`config.mk`:
```
export PLATFORM = sky130hd
export DESIGN_NAME = trimmed_mean_moving_average_normalizer_top_flat
export DESIGN_NICKNAME = d
export VERILOG_FILES = /design/src/rtl/core/tmman_pkg.sv /design/src/rtl/core/tmman_if.sv /design/src/rtl/core/tmman_ram.sv /design/src/rtl/core/tmman_regs.sv /design/src/rtl/core/tmman_div.sv /design/src/rtl/core/trimmed_mean_moving_average_normalizer_top.sv /design/src/flat_wrapper.sv
export SDC_FILE = /design/constraint.sdc
export NUM_CORES = 1
export LEC_CHECK = 0
export BUFFER_PORTS_ARGS = -buffer_cell sky130_fd_sc_hd__buf_2
export CAP_MARGIN = 20
export CORE_UTILIZATION = 65
export CTS_CLUSTER_SIZE = 20
export DETAILED_ROUTE_END_ITERATION = 6
export PLACE_DENSITY = 0.84
export SLEW_MARGIN = 20
export SYNTH_ARGS = -nofsm -noshare
export SYNTH_HDL_FRONTEND = slang
export SYNTH_SLANG_ARGS = --single-unit
```
`constraint.sdc`:
```
create_clock -name clk -period 21.4 [get_ports clk]
set_clock_uncertainty 0.05 [all_clocks]
set_input_delay 2.14 -clock clk [delete_from_list [all_inputs] [get_ports clk]]
set_output_delay 2.14 -clock clk [all_outputs]
set_load 0.05 [all_outputs]
```
`src/rtl/core/tmman_pkg.sv`:
```
package tmman_pkg;

    localparam int CH_W        = 3;
    localparam int SAMPLE_W    = 12;
    localparam int FS_W        = 14;
    localparam int LEVEL_W     = 10;
    localparam int PROD_W      = FS_W + LEVEL_W;
    localparam int NUM_SAMPLES = 6;
    localparam int HIST_DEPTH  = 3;
    localparam int FS_REGS     = 8;
    localparam int FS_IDX_W    = 3;
    localparam int APB_ADDR_W  = 5;
    localparam int APB_DATA_W  = 32;

    localparam int CHANNELS_DEF    = 8;
    localparam int SAMPLE_BITS_DEF = 12;

    localparam logic [LEVEL_W-1:0] LEVEL_SCALE = 10'd1000;

    typedef logic [FS_W-1:0] fs_array_t [FS_REGS];

    localparam fs_array_t FS_RESET = '{
        14'd1590, 14'd1542, 14'd1680, 14'd1540,
        14'd1590, 14'd5030, 14'd5026, 14'd5690
    };

    typedef struct packed {
        logic              start;
        logic [PROD_W-1:0] dividend;
        logic [FS_W-1:0]   divisor;
    } div_req_t;

    typedef struct packed {
        logic               done;
        logic [LEVEL_W-1:0] quotient;
    } div_rsp_t;

endpackage

```
`src/rtl/core/tmman_if.sv`:
```
interface tmman_in_if import tmman_pkg::*; ();
    logic                valid;
    logic                ready;
    logic [CH_W-1:0]     channel;
    logic [SAMPLE_W-1:0] sample_a;
    logic [SAMPLE_W-1:0] sample_b;
    logic [SAMPLE_W-1:0] sample_c;
    logic [SAMPLE_W-1:0] sample_d;
    logic [SAMPLE_W-1:0] sample_e;
    logic [SAMPLE_W-1:0] sample_f;

    modport source (
        output valid, channel, sample_a, sample_b, sample_c, sample_d, sample_e, sample_f,
        input  ready
    );
    modport sink (
        input  valid, channel, sample_a, sample_b, sample_c, sample_d, sample_e, sample_f,
        output ready
    );
endinterface

interface tmman_out_if import tmman_pkg::*; ();
    logic               valid;
    logic               ready;
    logic [CH_W-1:0]    out_channel;
    logic [LEVEL_W-1:0] level;

    modport source (
        output valid, out_channel, level,
        input  ready
    );
    modport sink (
        input  valid, out_channel, level,
        output ready
    );
endinterface

```
`src/rtl/core/tmman_ram.sv`:
```
module tmman_ram #(
    parameter int WIDTH = 36,
    parameter int DEPTH = 8
) (
    input  logic                                   clk,
    input  logic                                   we,
    input  logic [(DEPTH > 1 ? $clog2(DEPTH) : 1)-1:0] waddr,
    input  logic [WIDTH-1:0]                       wdata,
    input  logic [(DEPTH > 1 ? $clog2(DEPTH) : 1)-1:0] raddr,
    output logic [WIDTH-1:0]                       rdata
);

    logic [WIDTH-1:0] mem [DEPTH];
    logic [WIDTH-1:0] rdata_reg;

    always_ff @(posedge clk)
    begin
        if (we)
        begin
            mem[waddr] <= wdata;
        end
        rdata_reg <= mem[raddr];
    end

    assign rdata = rdata_reg;

endmodule

```
`src/rtl/core/tmman_regs.sv`:
```
module tmman_regs import tmman_pkg::*; (
    input  logic                  clk,
    input  logic                  rst_n,
    input  logic                  psel,
    input  logic                  penable,
    input  logic                  pwrite,
    input  logic [APB_ADDR_W-1:0] paddr,
    input  logic [APB_DATA_W-1:0] pwdata,
    output logic [APB_DATA_W-1:0] prdata,
    output logic                  pready,
    output fs_array_t             full_scale
);

    fs_array_t           fs_reg;
    logic [FS_IDX_W-1:0] idx;

    assign idx    = paddr[FS_IDX_W+1:2];
    assign pready = 1'b1;
    assign prdata = APB_DATA_W'(fs_reg[idx]);
    assign full_scale = fs_reg;

    always_ff @(posedge clk or negedge rst_n)
    begin
        if (!rst_n)
        begin
            fs_reg <= FS_RESET;
        end
        else if (psel && penable && pwrite)
        begin
            fs_reg[idx] <= pwdata[FS_W-1:0];
        end
    end

endmodule

```
`src/rtl/core/tmman_div.sv`:
```
module tmman_div import tmman_pkg::*; (
    input  logic     clk,
    input  logic     rst_n,
    input  div_req_t req,
    output div_rsp_t rsp
);

    localparam int CNT_W = $clog2(LEVEL_W + 1);

    logic                busy_reg;
    logic                done_reg;
    logic [CNT_W-1:0]    cnt_reg;
    logic [FS_W-1:0]     rem_reg;
    logic [FS_W-1:0]     dvs_reg;
    logic [LEVEL_W-1:0]  dvd_reg;
    logic [LEVEL_W-1:0]  quot_reg;

    logic [FS_W:0]       trial;
    logic                fits;
    logic [FS_W:0]       diff;

    // The quotient is known to be below 2^LEVEL_W, so the upper dividend bits
    // already form a partial remainder smaller than the divisor.
    assign trial = {rem_reg, dvd_reg[LEVEL_W-1]};
    assign fits  = (trial >= {1'b0, dvs_reg});
    assign diff  = trial - {1'b0, dvs_reg};

    always_ff @(posedge clk or negedge rst_n)
    begin
        if (!rst_n)
        begin
            busy_reg <= 1'b0;
            done_reg <= 1'b0;
            cnt_reg  <= '0;
        end
        else
        begin
            done_reg <= 1'b0;
            if (req.start)
            begin
                busy_reg <= 1'b1;
                cnt_reg  <= CNT_W'(LEVEL_W);
            end
            else if (busy_reg)
            begin
                cnt_reg <= cnt_reg - 1'b1;
                if (cnt_reg == CNT_W'(1))
                begin
                    busy_reg <= 1'b0;
                    done_reg <= 1'b1;
                end
            end
        end
    end

    always_ff @(posedge clk)
    begin
        if (req.start)
        begin
            rem_reg  <= req.dividend[PROD_W-1:LEVEL_W];
            dvd_reg  <= req.dividend[LEVEL_W-1:0];
            dvs_reg  <= req.divisor;
            quot_reg <= '0;
        end
        else if (busy_reg)
        begin
            rem_reg  <= fits ? diff[FS_W-1:0] : trial[FS_W-1:0];
            dvd_reg  <= {dvd_reg[LEVEL_W-2:0], 1'b0};
            quot_reg <= {quot_reg[LEVEL_W-2:0], fits};
        end
    end

    assign rsp.done     = done_reg;
    assign rsp.quotient = quot_reg;

endmodule

```
`src/rtl/core/trimmed_mean_moving_average_normalizer_top.sv`:
```
// Channel  | Direction | Handshake     | Payload
// burst    | in        | valid / ready | channel, sample_a .. sample_f
// result   | out       | valid / ready | out_channel, level
// APB      | in        | psel/penable  | full_scale_ch0 .. ch7 at 4*i
//
// One burst is in flight at a time; from acceptance to the result register a
// burst goes through trim with the history read, average and clamp, multiply,
// ten steps of the restoring divider, its done flag and the load of the result
// register. The next burst can be taken in the cycle after that load.
// A burst of an absent channel or a channel with zero full scale skips the divider.
// Reset clears the per-channel row valid flags, so history reads as zero at once.
// A stalled result waits in the output register while the next burst is worked on.
module trimmed_mean_moving_average_normalizer_top import tmman_pkg::*; #(
    parameter int CHANNELS    = CHANNELS_DEF,
    parameter int SAMPLE_BITS = SAMPLE_BITS_DEF
) (
    input  logic                  clk,
    input  logic                  rst_n,
    tmman_in_if.sink              burst,
    tmman_out_if.source           result,
    input  logic                  psel,
    input  logic                  penable,
    input  logic                  pwrite,
    input  logic [APB_ADDR_W-1:0] paddr,
    input  logic [APB_DATA_W-1:0] pwdata,
    output logic [APB_DATA_W-1:0] prdata,
    output logic                  pready
);

    localparam int IDX_W = (CHANNELS > 1) ? $clog2(CHANNELS) : 1;
    localparam int ROW_W = HIST_DEPTH * SAMPLE_BITS;
    localparam int SUM_W = SAMPLE_BITS + 3;

    localparam logic [2:0] S_IDLE = 3'd0;
    localparam logic [2:0] S_TRIM = 3'd1;
    localparam logic [2:0] S_AVG  = 3'd2;
    localparam logic [2:0] S_MUL  = 3'd3;
    localparam logic [2:0] S_DIV  = 3'd4;
    localparam logic [2:0] S_DONE = 3'd5;

    logic [2:0]             state_reg;
    logic [CHANNELS-1:0]    row_vld_reg;
    logic [CH_W-1:0]        ch_reg;
    logic [SAMPLE_BITS-1:0] samp_reg [NUM_SAMPLES];
    logic [SAMPLE_BITS-1:0] tm_reg;
    logic [FS_W-1:0]        clamp_reg;
    logic [FS_W-1:0]        fs_reg;
    logic [LEVEL_W-1:0]     level_reg;
    logic                   out_vld_reg;
    logic [CH_W-1:0]        out_ch_reg;
    logic [LEVEL_W-1:0]     out_level_reg;

    fs_array_t              full_scale;
    div_req_t               div_req;
    div_rsp_t               div_rsp;

    logic [IDX_W-1:0]       ch_idx;
    logic                   ch_present;
    logic [SAMPLE_BITS-1:0] burst_samp [NUM_SAMPLES];
    logic [SUM_W-1:0]       trim_sum;
    logic [SAMPLE_BITS-1:0] trim_hi;
    logic [SAMPLE_BITS-1:0] trim_lo;
    logic [SUM_W-1:0]       trim_mid;
    logic [ROW_W-1:0]       row_rd;
    logic [ROW_W-1:0]       row_hist;
    logic [ROW_W-1:0]       row_wr;
    logic                   row_we;
    logic [SAMPLE_BITS+1:0] avg_sum;
    logic [FS_W-1:0]        avg_fs;
    logic [FS_W-1:0]        fs_cur;
    logic                   load_out;

    tmman_regs u_regs (
        .clk        (clk),
        .rst_n      (rst_n),
        .psel       (psel),
        .penable    (penable),
        .pwrite     (pwrite),
        .paddr      (paddr),
        .pwdata     (pwdata),
        .prdata     (prdata),
        .pready     (pready),
        .full_scale (full_scale)
    );

    // Only the low SAMPLE_BITS bits of each sample take part.
    assign burst_samp[0] = SAMPLE_BITS'(burst.sample_a);
    assign burst_samp[1] = SAMPLE_BITS'(burst.sample_b);
    assign burst_samp[2] = SAMPLE_BITS'(burst.sample_c);
    assign burst_samp[3] = SAMPLE_BITS'(burst.sample_d);
    assign burst_samp[4] = SAMPLE_BITS'(burst.sample_e);
    assign burst_samp[5] = SAMPLE_BITS'(burst.sample_f);

    assign ch_present  = ({1'b0, burst.channel} < (CH_W+1)'(CHANNELS));
    assign ch_idx      = ch_reg[IDX_W-1:0];
    assign burst.ready = (state_reg == S_IDLE);

    always_comb
    begin
        trim_sum = '0;
        trim_hi  = samp_reg[0];
        trim_lo  = samp_reg[0];
        for (int k = 0; k < NUM_SAMPLES; k++)
        begin
            trim_sum = trim_sum + SUM_W'(samp_reg[k]);
            if (samp_reg[k] > trim_hi)
            begin
                trim_hi = samp_reg[k];
            end
            if (samp_reg[k] < trim_lo)
            begin
                trim_lo = samp_reg[k];
            end
        end
        trim_mid = trim_sum - SUM_W'(trim_hi) - SUM_W'(trim_lo);
    end

    tmman_ram #(
        .WIDTH (ROW_W),
        .DEPTH (CHANNELS)
    ) u_hist_ram (
        .clk   (clk),
        .we    (row_we),
        .waddr (ch_idx),
        .wdata (row_wr),
        .raddr (ch_idx),
        .rdata (row_rd)
    );

    // A row never written since reset reads as all zero history.
    assign row_hist = row_vld_reg[ch_idx] ? row_rd : '0;
    assign row_we   = (state_reg == S_AVG);
    // Oldest entry sits in the low bits; drop it and append the new mean.
    assign row_wr   = {tm_reg, row_hist[ROW_W-1:SAMPLE_BITS]};

    assign avg_sum = (SAMPLE_BITS+2)'(tm_reg)
                   + (SAMPLE_BITS+2)'(row_hist[0*SAMPLE_BITS +: SAMPLE_BITS])
                   + (SAMPLE_BITS+2)'(row_hist[1*SAMPLE_BITS +: SAMPLE_BITS])
                   + (SAMPLE_BITS+2)'(row_hist[2*SAMPLE_BITS +: SAMPLE_BITS]);
    assign avg_fs  = FS_W'(avg_sum[SAMPLE_BITS+1:2]);
    assign fs_cur  = full_scale[ch_reg[FS_IDX_W-1:0]];

    assign div_req.start    = (state_reg == S_MUL) && (fs_reg != '0);
    assign div_req.dividend = PROD_W'(clamp_reg) * PROD_W'(LEVEL_SCALE);
    assign div_req.divisor  = fs_reg;

    tmman_div u_div (
        .clk   (clk),
        .rst_n (rst_n),
        .req   (div_req),
        .rsp   (div_rsp)
    );

    assign load_out = (state_reg == S_DONE) && (!out_vld_reg || result.ready);

    always_ff @(posedge clk or negedge rst_n)
    begin
        if (!rst_n)
        begin
            state_reg   <= S_IDLE;
            row_vld_reg <= '0;
            out_vld_reg <= 1'b0;
        end
        else
        begin
            case (state_reg)
                S_IDLE:
                begin
                    if (burst.valid)
                    begin
                        state_reg <= ch_present ? S_TRIM : S_DONE;
                    end
                end
                S_TRIM:
                begin
                    state_reg <= S_AVG;
                end
                S_AVG:
                begin
                    row_vld_reg[ch_idx] <= 1'b1;
                    state_reg           <= S_MUL;
                end
                S_MUL:
                begin
                    state_reg <= (fs_reg == '0) ? S_DONE : S_DIV;
                end
                S_DIV:
                begin
                    if (div_rsp.done)
                    begin
                        state_reg <= S_DONE;
                    end
                end
                S_DONE:
                begin
                    if (load_out)
                    begin
                        state_reg <= S_IDLE;
                    end
                end
                default:
                begin
                    state_reg <= S_IDLE;
                end
            endcase

            if (load_out)
            begin
                out_vld_reg <= 1'b1;
            end
            else if (result.ready)
            begin
                out_vld_reg <= 1'b0;
            end
        end
    end

    always_ff @(posedge clk)
    begin
        if (burst.valid && burst.ready)
        begin
            ch_reg    <= burst.channel;
            samp_reg  <= burst_samp;
            level_reg <= '0;
        end
        if (state_reg == S_TRIM)
        begin
            tm_reg <= trim_mid[SAMPLE_BITS+1:2];
        end
        if (state_reg == S_AVG)
        begin
            fs_reg    <= fs_cur;
            clamp_reg <= (avg_fs > fs_cur) ? fs_cur : avg_fs;
        end
        if ((state_reg == S_MUL) && (fs_reg == '0))
        begin
            level_reg <= '0;
        end
        if ((state_reg == S_DIV) && div_rsp.done)
        begin
            level_reg <= div_rsp.quotient;
        end
        if (load_out)
        begin
            out_ch_reg    <= ch_reg;
            out_level_reg <= level_reg;
        end
    end

    assign result.valid       = out_vld_reg;
    assign result.out_channel = out_ch_reg;
    assign result.level       = out_level_reg;

endmodule

```
`src/flat_wrapper.sv`:
```
// flat-port wrapper written by rule: the top's interface ports become plain ports
module trimmed_mean_moving_average_normalizer_top_flat import tmman_pkg::*;
#(
    parameter int CHANNELS    = CHANNELS_DEF,
    parameter int SAMPLE_BITS = SAMPLE_BITS_DEF
)
  (clk, rst_n, psel, penable, pwrite, paddr, pwdata, prdata, pready, burst_valid, burst_channel, burst_sample_a, burst_sample_b, burst_sample_c, burst_sample_d, burst_sample_e, burst_sample_f, burst_ready, result_valid, result_out_channel, result_level, result_ready);
  tmman_in_if burst_i ();
  tmman_out_if result_i ();
  input  logic clk;
  input  logic rst_n;
  input  logic psel;
  input  logic penable;
  input  logic pwrite;
  input  logic [APB_ADDR_W-1:0] paddr;
  input  logic [APB_DATA_W-1:0] pwdata;
  output logic [APB_DATA_W-1:0] prdata;
  output logic pready;
  input wire logic [$bits(burst_i.valid)-1:0] burst_valid;
  input wire logic [$bits(burst_i.channel)-1:0] burst_channel;
  input wire logic [$bits(burst_i.sample_a)-1:0] burst_sample_a;
  input wire logic [$bits(burst_i.sample_b)-1:0] burst_sample_b;
  input wire logic [$bits(burst_i.sample_c)-1:0] burst_sample_c;
  input wire logic [$bits(burst_i.sample_d)-1:0] burst_sample_d;
  input wire logic [$bits(burst_i.sample_e)-1:0] burst_sample_e;
  input wire logic [$bits(burst_i.sample_f)-1:0] burst_sample_f;
  output wire logic [$bits(burst_i.ready)-1:0] burst_ready;
  output wire logic [$bits(result_i.valid)-1:0] result_valid;
  output wire logic [$bits(result_i.out_channel)-1:0] result_out_channel;
  output wire logic [$bits(result_i.level)-1:0] result_level;
  input wire logic [$bits(result_i.ready)-1:0] result_ready;
  assign burst_i.valid = burst_valid;
  assign burst_i.channel = burst_channel;
  assign burst_i.sample_a = burst_sample_a;
  assign burst_i.sample_b = burst_sample_b;
  assign burst_i.sample_c = burst_sample_c;
  assign burst_i.sample_d = burst_sample_d;
  assign burst_i.sample_e = burst_sample_e;
  assign burst_i.sample_f = burst_sample_f;
  assign burst_ready = burst_i.ready;
  assign result_valid = result_i.valid;
  assign result_out_channel = result_i.out_channel;
  assign result_level = result_i.level;
  assign result_i.ready = result_ready;
  trimmed_mean_moving_average_normalizer_top #(.CHANNELS(CHANNELS), .SAMPLE_BITS(SAMPLE_BITS)) u_core (.clk(clk), .rst_n(rst_n), .burst(burst_i), .result(result_i), .psel(psel), .penable(penable), .pwrite(pwrite), .paddr(paddr), .pwdata(pwdata), .prdata(prdata), .pready(pready));
endmodule
```
# --- Yosys cells after proc, flatten, opt, wreduce, memory -nomap -nowiden ---
# Memories as Yosys holds them, arrays and structs flattened. A register that Yosys moved wholly into a read port is not among the register bits.
# Cells that the tools add are included.
classes:
  addsub: 12
  n_mul: 1
  div: 0
  magnitude_cmp: 17
  n_eq_ne: 9
  shifts: 0
  mux: 50
  bitwise_logic: 3
  n_reduce_logical: 18
ops:
  columns: ["operator", "n"]
  rows:
  - ["12-bit 2-to-1 mux", 11]
  - ["112-bit bitwise mux", 1]
  - ["14-bit 2-to-1 mux", 8]
  - ["14-bit by 12-bit adder with 14-bit output", 6]
  - ["14-bit binary-select mux with 3-bit select", 2]
  - ["12-bit greater-than comparator", 5]
  - ["12-bit less-than comparator", 5]
  - ["10-bit 2-to-1 mux", 5]
  - ["14-bit demux with 3-bit select", 1]
  - ["36-bit 2-to-1 mux", 1]
  - ["14-bit by 12-bit subtractor with 14-bit output", 2]
  - ["12-bit by 12-bit adder with 13-bit output", 2]
  - ["14-bit by 7-bit multiplier with 21-bit output, second input constant", 1]
  - ["3-bit one-hot mux with 6 select lines", 1]
  - ["15-bit by 14-bit greater-or-equal comparator with 1-bit output", 1]
  - ["12-bit by 14-bit greater-than comparator with 1-bit output", 1]
  - ["14-bit logical NOT", 1]
  - ["14-bit nonzero test", 1]
  - ["14-bit subtractor", 1]
  - ["1-bit 2-to-1 mux", 13]
  - ["1-bit logical AND", 9]
  - ["3-bit 2-to-1 mux", 3]
  - ["4-bit greater-or-equal comparator, second input constant", 2]
  - ["4-bit 2-to-1 mux", 2]
  - ["other kinds (20)", 25]
word_totals:
  register_bits: 313
  latchBits: 0
  ramBits: 288
  rom_bits: 0
  output_inout_bits: 48
  memories: 1
mem_list:
  columns: ["name", "depth", "word_bits", "rd", "rd_clocked_by_memory_dff", "wr", "line_no", "rtl"]
  rows:
  - ["u_core.u_hist_ram.mem", 8, 36, 1, 1, 1, "tmman_ram.sv:13", "logic [WIDTH-1:0] mem [DEPTH];"]

# --- Longest topological paths before layout ---
# Gate-level depths: netlist of the first run.
depth:
  ltp_word: 12
  ltp_mapped: 76
  depth_no_buf: 72

# --- Hierarchy ---
# Synthesis of the first run repeated with hierarchy kept, for this count alone.
unflattened:
  cells_unflattened: 2602
  hier_area_um2: 36349.9
by_module_without_submodules:
  columns: ["module", "instances", "cells_per_inst", "area_each_um2", "seq_area_each_um2"]
  rows:
  - ["trimmed_mean_moving_average_normalizer_top", 1, 1525, 16027.9, 4444.3]
  - ["tmman_ram", 1, 465, 11862.6, 9369.0]
  - ["tmman_regs", 1, 328, 5353.9, 2856.5]
  - ["tmman_div", 1, 284, 3105.5, 1491.4]

# --- Least setup slack after synthesis of the first run ---
# OpenSTA, ideal clock, no wires.
synth_path:
  kind: "flip-flop to flip-flop"
  start: "register u_core.samp_reg[53] (netlist bit)"
  end: "register u_core.tm_reg[11], data pin"
  setup_time_ns: 0.259
  arrival_ns: 13.662
  required_ns: 21.091
  slack_ns: 7.429
  path_stages_with_launch: 71
  cell_sequence: "edfxtp_1 > ha_1 > nand4_1 > or2_1 > a21o_1 > nand2_1 > buf_1 > mux2i_1 > ha_1 > a21o_1 > a21o_1 > a21oi_1 > o211ai_1 > a41oi_1 > clkbuf_1 > mux2i_1 > inv_1 > ha_1 > (+35 left out) > fa_1 > fa_1 > fa_1 > fa_1 > inv_1 > fa_1 > nand2_1 > nand2_1 > a21oi_1 > o21ai_0 > a21oi_1 > o21ai_0 > a21oi_1 > o21bai_1 > a21oi_1 > o21bai_1 > a21oi_1 > xnor2_1"
synth_via:
  elab_chain_len: 12
  elab_cells_between_ends: 27
  cone_classes: "add/sub (7); order compare (10); mux (10)"
synth_lines:
  columns: ["item", "line_no", "rtl"]
  rows:
  - ["start, declared", "trimmed_mean_moving_average_normalizer_top.sv:44", "logic [SAMPLE_BITS-1:0] samp_reg [NUM_SAMPLES];"]
  - ["start signal, assigned", "trimmed_mean_moving_average_normalizer_top.sv:223", "samp_reg <= burst_samp;"]
  - ["12-bit greater-than comparator", "trimmed_mean_moving_average_normalizer_top.sv:106", "if (samp_reg[k] > trim_hi)"]
  - ["12-bit 2-to-1 mux", "trimmed_mean_moving_average_normalizer_top.sv:106", null]
  - ["12-bit greater-than comparator", "trimmed_mean_moving_average_normalizer_top.sv:106", null]
  - ["12-bit 2-to-1 mux", "trimmed_mean_moving_average_normalizer_top.sv:106", null]
  - ["12-bit greater-than comparator", "trimmed_mean_moving_average_normalizer_top.sv:106", null]
  - ["12-bit 2-to-1 mux", "trimmed_mean_moving_average_normalizer_top.sv:106", null]
  - ["12-bit greater-than comparator", "trimmed_mean_moving_average_normalizer_top.sv:106", null]
  - ["12-bit 2-to-1 mux", "trimmed_mean_moving_average_normalizer_top.sv:106", null]
  - ["12-bit greater-than comparator", "trimmed_mean_moving_average_normalizer_top.sv:106", null]
  - ["12-bit 2-to-1 mux", "trimmed_mean_moving_average_normalizer_top.sv:106", null]
  - ["14-bit by 12-bit subtractor with 14-bit output", "trimmed_mean_moving_average_normalizer_top.sv:115", "trim_mid = trim_sum - SUM_W'(trim_hi) - SUM_W'(trim_lo);"]
  - ["14-bit by 12-bit subtractor with 14-bit output (*)", "trimmed_mean_moving_average_normalizer_top.sv:115", null]
  - ["named net u_core.trim_mid[13]", "trimmed_mean_moving_average_normalizer_top.sv:63", "logic [SUM_W-1:0] trim_mid;"]
  - ["end signal, assigned", "trimmed_mean_moving_average_normalizer_top.sv:228", "tm_reg <= trim_mid[SAMPLE_BITS+1:2];"]
  - ["end, declared", "trimmed_mean_moving_average_normalizer_top.sv:45", "logic [SAMPLE_BITS-1:0] tm_reg;"]
# Mark *: on every way through the listed nets, which the timed path passes. The rest lies on a longest branch.
# A chain may end at the register's enable or synchronous reset.

# --- Final worst setup path of the first run ---
# Ends and elaborated chain as after synthesis.

==> out/results.txt, run 1 <==
GR Overflow Total: 0
Starting Density: 65.9%
# nets final: 3320
First-pass detailed-route iteration total: 7
Seq cells post-synth: 637
Vias: 23218
Maxcap violations: 0
Setup slack, reg-to-reg: 5.40 ns
Num CTS Buffers: 61
Max-slew headroom: 21.5%
Vias in the first global route: 24222
Number of core rows: 84
Netlist cell types: 85
Mapped Cells: 2728
Register area share after synthesis: 52.2%
Final Hold Vio Count: 0
CTS tree: built
First-pass GRT wire length: 132000 µm
Die Ht: 233 µm
Worst-margin pin slew: 1.18 ns
WL final: 86100 µm
Detailed placer's ending HPWL: 56600 µm
Post-layout util: 72.6%
DR WL/cell: 23.9 µm
Crit-path max FO: 19
Multi-input logic area: 15200 µm²
Met1 Resource Use GR: 39.4%
Core area: 52600 µm²
Routability cong.: 1.01
Most frequent CP cell: a21oi_1
CTS HTree Levels: 2
Buf/Inv on CP: 4
Met2 usage: 55.0%
Tmin final: 16.00 ns
Final setup violation count: 0
Netlist Area Pre-Place: 34600 µm²
Vias per inst: 6.45
Slowest stage cell, crit path: nand4bb_1
All-layer global routing usage: 32.2%
I/O pins: 167
Register Area: 18100 µm²
Worst Path Arrival: 16.34 ns
Met3 Track Usage GR: 4.56%
Clock sinks: 637
Worst hold stages: 0
Port Buf Inserts: 127
Status: complete, no violations
Most common cell after layout, fill and taps aside: edfxtp_1
R2R depth: 62
Grt peak-use layer: met2
DRT antenna net count: 0
Final slew viol count: 0
Hold Path Sink: u_core.result.level[3]$_DFFE_PP_
Worst setup SP type: register
Dominant synthesized flop cell: edfxtp_1
Slowest stage delay, CP: 0.66 ns
Drt first-iter violations: 2491
Clk_lat worst skew: 0.64 ns
Worst R2R End: u_core.tm_reg[11]$_DFFE_PP_
Crit Path Class: register to register
DRC violations left: 0
Reg-to-Reg Start: u_core.samp_reg[53]$_DFFE_PP_
Post-CTS Hold Buffers: 0
RSZ-0062 raised after global routing: no
Maximum clock frequency: 0.0625 GHz
Share of cells above drive strength 1: 18.1%
Pin count of the biggest net entering global routing: 83
Die Wd: 233 µm
Setup bufs post-CTS: 0
Resize count post-CTS: 0
Clock transition at the registers of the reported paths: 0.06 ns
Area growth syn-to-layout: 10.2%
Syn Area/Cell: 12.7 µm²
Yosys warnings: 0
Max reg flops: 288
Hold Crit Class: register to register
Async set-reset flop share out of synthesis: 20.4%
Die Area: 54200 µm²
EDFF count, synth: 461
Req. time, crit path: 21.73 ns
Initial antenna violation count: 4
Crit path max-delay family: compound AO/OA/AOI/OAI gates
Post-Route Setup TNS: 0 ns
Root Driver: clkbuf_16
Post-route clock period utilization: 74.8%
Fillers: 3260
Worst Min Path Start: u_core.level_reg[3]$_SDFFCE_PN0P_
Worst setup EP type: register
Commonest cells after routing, fill and taps aside: 461 x edfxtp_1, 273 x inv_1, 227 x ha_1
CTS Buffer Depth: 3
## worst reg2reg max path: cells and delay by family, from the launching register on
family / cells / cell delay, ns
simple gates: 13 / 2.36
flops: 1 / 0.48
xor+xnor: 1 / 0.10
fa+ha+maj: 10 / 4.12
buf+inv: 4 / 0.61
mux: 2 / 0.86
compound gates: 32 / 7.17
## kinds of logic after synthesis
logic type	synth area share [%]
buf+inv	4.47
other cells	0.0217
mux	8.36
compound gates	11.1
flops	52.2
fa+ha+maj	15.3
xor+xnor	1.64
simple gates	6.92
## cell type report
cell class / count / share of cell area, %
Antenna cell: 3 / 0.0197
Clock buffer: 80 / 4.40
Timing Repair Buffer: 158 / 2.29
Clock inverter: 35 / 1.21
Inverter: 275 / 2.70
Sequential cell: 637 / 47.4
Tap cell: 688 / 2.26
Multi-Input combinational cell: 1721 / 39.8
## per-layer routing
layer	part of all wire, %	vias to the layer above
met2	50	1253
met3	7.7	298
li1	-	10270
met1	37	11393
met4	5.8	4
met5	0.031	-
## per-stage QoR
step	hold WS (ns)	std cells	setup slack (ns)	area, µm²
floorplan	0.350	2747	7.43	34700
global placement	0.354	3479	5.85	36000
detailed placement	0.356	3479	5.45	36000
CTS	0.371	3594	5.39	38100
global route	0.376	3596	4.26	38200
finish	0.370	3597	5.40	38200
## worst max-delay path by stage
stage	start	endpoint	slack, ns	depth (start not counted)
2_1_floorplan	u_core.samp_reg[53]$_DFFE_PP_	u_core.tm_reg[11]$_DFFE_PP_	7.43	70
3_3_place_gp	u_core.samp_reg[66]$_DFFE_PP_	u_core.tm_reg[10]$_DFFE_PP_	5.85	65
3_5_place_dp	u_core.samp_reg[66]$_DFFE_PP_	u_core.tm_reg[11]$_DFFE_PP_	5.45	64
4_1_cts	u_core.samp_reg[66]$_DFFE_PP_	u_core.tm_reg[11]$_DFFE_PP_	5.39	64
5_1_grt	u_core.samp_reg[53]$_DFFE_PP_	u_core.tm_reg[11]$_DFFE_PP_	4.26	67
6_report	u_core.samp_reg[53]$_DFFE_PP_	u_core.tm_reg[11]$_DFFE_PP_	5.40	62
## synthesized netlist by cell type, drive strengths merged, types with 30 or more instances
master	instances	area (µm²)
edfxtp	461	13800
inv	275	1030
ha	227	2840
a22oi	198	1490
mux2	151	1730
nor2	125	469
fa	120	2400
nand2	117	439
a21oi	116	581
mux2i	90	913
dfrtp	87	2180
clkbuf	83	312
nand4	74	475
o21ai	68	348
xnor2	49	429
dfxtp	46	921
dfstp	43	1130
and2	37	231
a21o	34	255
buf	31	204
o21bai	30	225
Power of run 1 is not shown: default switching activity piles up to over one toggle a cycle in this logic, so the estimate is an artifact.
==> run 2: changes to the inputs <==
--- a/config.mk
+++ b/config.mk
@@ -5,12 +5,13 @@
 export SDC_FILE = /design/constraint.sdc
 export NUM_CORES = 1
 export LEC_CHECK = 0
+export ABC_AREA = 1
 export BUFFER_PORTS_ARGS = -buffer_cell sky130_fd_sc_hd__buf_2
 export CAP_MARGIN = 20
-export CORE_UTILIZATION = 65
+export CORE_UTILIZATION = 56
 export CTS_CLUSTER_SIZE = 20
 export DETAILED_ROUTE_END_ITERATION = 6
-export PLACE_DENSITY = 0.84
+export PLACE_DENSITY = 0.77
 export SLEW_MARGIN = 20
 export SYNTH_ARGS = -nofsm -noshare
 export SYNTH_HDL_FRONTEND = slang
==> constraint.sdc (replaced) <==
create_clock -name clk -period 14.2 [get_ports clk]
set_clock_uncertainty 0.05 [all_clocks]
set_input_delay 1.42 -clock clk [delete_from_list [all_inputs] [get_ports clk]]
set_output_delay 1.42 -clock clk [all_outputs]
set_load 0.05 [all_outputs]
==> out/results.txt, run 2 <==
Most common cell in the netlist: nand2_1 (was edfxtp_1)
DRT antenna net count: 0 (unchanged)
Max-slew headroom: 25.2% (was 21.5%)
Vias per inst: 5.73 (was 6.45)
Detailed placer's ending HPWL: 53900 µm (was 56600 µm)
Post-synthesis mux area share: 0% (was 8.36%)
All-layer global routing usage: 27.1% (was 32.2%)
Final slew viol count: 0 (unchanged)
Final Hold Vio Count: 0 (unchanged)
Clock transition at the registers of the reported paths: 0.06 ns (about the same)
Maximum clock frequency: 0.0764 GHz (was 0.0625 GHz)
Crit path max-delay family: compound AO/OA/AOI/OAI gates (unchanged)
R2R depth: 56 (was 62)
Syn Area/Cell: 10.6 µm² (was 12.7 µm²)
Hold Path Sink: u_core.result.level[1]$_DFFE_PP_ (was u_core.result.level[3]$_DFFE_PP_)
Vias in the first global route: 23525 (was 24222)
Register area share after synthesis: 53.2% (was 52.2%)
CP Launch Point: u_core.samp_reg[59]$_DFFE_PP_ (was u_core.samp_reg[53]$_DFFE_PP_)
First-pass detailed-route iteration total: 6 (was 7)
Die Wd: 248 µm (was 233 µm)
Initial antenna violation count: 0 (was 4)
Fillers: 4551 (was 3260)
Dominant synthesized flop cell: edfxtp_1 (unchanged)
Worst hold stages: 0 (unchanged)
Routability cong.: 0.926 (was 1.01)
Post-route clock period utilization: 92.2% (was 74.8%)
Slowest stage cell, crit path: a2111oi_1 (was nand4bb_1)
Drt first-iter violations: 2027 (was 2491)
CTS tree: built (unchanged)
Crit Path Class: register to register (unchanged)
CTS HTree Levels: 3 (was 2)
Resize count post-CTS: 0 (unchanged)
Commonest cells post-synth: 644 x nand2_1, 461 x edfxtp_1, 417 x inv_1 (was 461 x edfxtp_1, 274 x inv_1, 227 x ha_1)
Number of core rows: 89 (was 84)
Final setup violation count: 0 (unchanged)
I/O pins: 167 (unchanged)
WL final: 81600 µm (was 86100 µm)
DRC violations left: 0 (unchanged)
Setup bufs post-CTS: 0 (unchanged)
Crit-path max FO: 25 (was 19)
Starting Density: 57.2% (was 65.9%)
Post-Synth XOR/XNOR Area: 1.55% (was 1.64%)
Main combinational cell family by area after synthesis: adder cells (unchanged)
Maxcap violations: 0 (unchanged)
First-pass GRT wire length: 127000 µm (was 132000 µm)
Worst-margin pin slew: 1.12 ns (was 1.18 ns)
Async set-reset flop share out of synthesis: 20.4% (unchanged)
Most frequent CP cell: a21oi_1 (unchanged)
Synth area leader: edfxtp_1 (unchanged)
Commonest cells after routing, fill and taps aside: 640 x nand2_1, 461 x edfxtp_1, 414 x inv_1 (was 461 x edfxtp_1, 273 x inv_1, 227 x ha_1)
Req. time, crit path: 14.48 ns (was 21.73 ns)
Core area: 59500 µm² (was 52600 µm²)
Worst Path Arrival: 13.37 ns (was 16.34 ns)
Slowest stage delay, CP: 0.55 ns (was 0.66 ns)
Clock sinks: 637 (unchanged)
Netlist Area Pre-Place: 34000 µm² (was 34600 µm²)
Status: complete, no violations (unchanged)
# nets final: 3814 (was 3320)
Simple-Gate Fraction of Synth Area: 12.3% (was 6.92%)
Most common cell after layout, fill and taps aside: nand2_1 (was edfxtp_1)
Netlist cell types: 56 (was 85)
Die Ht: 248 µm (was 233 µm)
Worst setup SP type: register (unchanged)
# diodes: 0 (was 3)
Setup slack, reg-to-reg: 1.11 ns (was 5.40 ns)
Main area contributors after synthesis: edfxtp_1 41%, ha_1 8.4%, nand2_1 7.1% (was edfxtp_1 40%, ha_1 8.2%, fa_1 6.9%)
Max reg flops: 288 (unchanged)
Yosys warnings: 0 (unchanged)
Mapped Cells: 3211 (was 2728)
Worst setup EP type: register (unchanged)
Synth top area share: 40.7% (was 40.0%)
Worst Min Path Start: u_core.level_reg[1]$_SDFFCE_PN0P_ (was u_core.level_reg[3]$_SDFFCE_PN0P_)
Root Driver: clkbuf_16 (unchanged)
Port Buf Inserts: 127 (unchanged)
DR WL/cell: 19.5 µm (was 23.9 µm)
Clk_lat worst skew: 0.61 ns (was 0.64 ns)
Hold Crit Class: register to register (unchanged)
Vias: 23908 (was 23218)
Area growth syn-to-layout: 11.4% (was 10.2%)
GR Overflow Total: 0 (unchanged)
Pin count of the biggest net entering global routing: 84 (was 83)
CTS Buffer Depth: 3 (unchanged)
Area fraction in compound gates after synthesis: 11.4% (was 11.1%)
Die Area: 61700 µm² (was 54200 µm²)
Adder-Cell Fraction of Synth Area: 15.4% (was 15.3%)
Worst R2R End: u_core.tm_reg[11]$_DFFE_PP_ (unchanged)
Num CTS Buffers: 68 (was 61)
Reg-to-Reg Start: u_core.samp_reg[59]$_DFFE_PP_ (was u_core.samp_reg[53]$_DFFE_PP_)
Tmin final: 13.09 ns (was 16.00 ns)
Fin cells: 4176 (was 3597)
Share of cells above drive strength 1: 11.1% (was 18.1%)
Buf/Inv on CP: 7 (was 4)
EDFF count, synth: 461 (unchanged)
Post-Place Cells: 4051 (was 3479)
Seq cells post-synth: 637 (unchanged)
Post-CTS Hold Buffers: 0 (unchanged)
## run 2: changes by cell type in the layout (fill, tap and decap cells not counted), moves of 29 or more
cell / delta
a22oi_1: -132
inv_1: +141
xnor2_1: -30
o21ai_0: +194
a221oi_1: +38
o22ai_1: +29
mux2i_1: -89
nand2_1: +523
mux2_2: -142
nand3_1: +71
## run 2: metal layers
layer	vias to the layer above	GRT usage [%]	share of wire [%]
met2	980	47.2	50
met3	201	4.86	7.3
li1	11299	-	-
met4	0	11.0	3.8
met1	11428	33.3	39
met5	-	0	0
## run 2: stage by stage
step / TNS [ns] / util [%] / worst slack, ns / instance area, µm² / hold slack, ns
2_1_floorplan: 0 / - / 2.68 / 34100 / 0.350
3_3_place_gp: 0 / 59.8 / 1.04 / 35600 / 0.353
3_5_place_dp: 0 / 59.8 / 0.771 / 35600 / 0.355
4_1_cts: 0 / 63.7 / 0.582 / 37900 / 0.369
5_1_grt: -0.0916 / 63.7 / -0.0916 / 37900 / 0.375
6_report: 0 / 63.7 / 1.11 / 37900 / 0.372
## run 2: how the worst max path moves through the flow
stage          slack (ns)                          end  cells past startpoint
5_1_grt             -0.09  u_core.tm_reg[11]$_DFFE_PP_                     56
6_report             1.11  u_core.tm_reg[11]$_DFFE_PP_                     56
4_1_cts              0.58  u_core.tm_reg[11]$_DFFE_PP_                     56
2_1_floorplan        2.68  u_core.tm_reg[11]$_DFFE_PP_                     61
3_3_place_gp         1.04  u_core.tm_reg[11]$_DFFE_PP_                     58
3_5_place_dp         0.77  u_core.tm_reg[11]$_DFFE_PP_                     56
## run 2: cells by family (layout without fill, tap and decap cells)
family                   after synthesis  in the layout
XOR/XNOR                              60             60
adder cells (fa/ha/maj)              347            347
other                                  2             21
flip-flops                           637            637
AO/OA/AOI/OAI                        630            630
AND/OR/NAND/NOR                      993            993
buffers and inverters                542            715
## run 2: area by class of cell
| class | count | area, µm² | area share, % |
|---|---|---|---|
| clock buffer | 93 | 1890 | 4.98 |
| clock inverter | 32 | 404 | 1.07 |
| inverter | 424 | 1600 | 4.22 |
| multi-input combinational | 2051 | 14000 | 37.0 |
| sequential | 637 | 18100 | 47.7 |
| tap | 773 | 967 | 2.55 |
| timing repair buffer | 166 | 935 | 2.47 |
Power of run 2 is left out for the same reason.
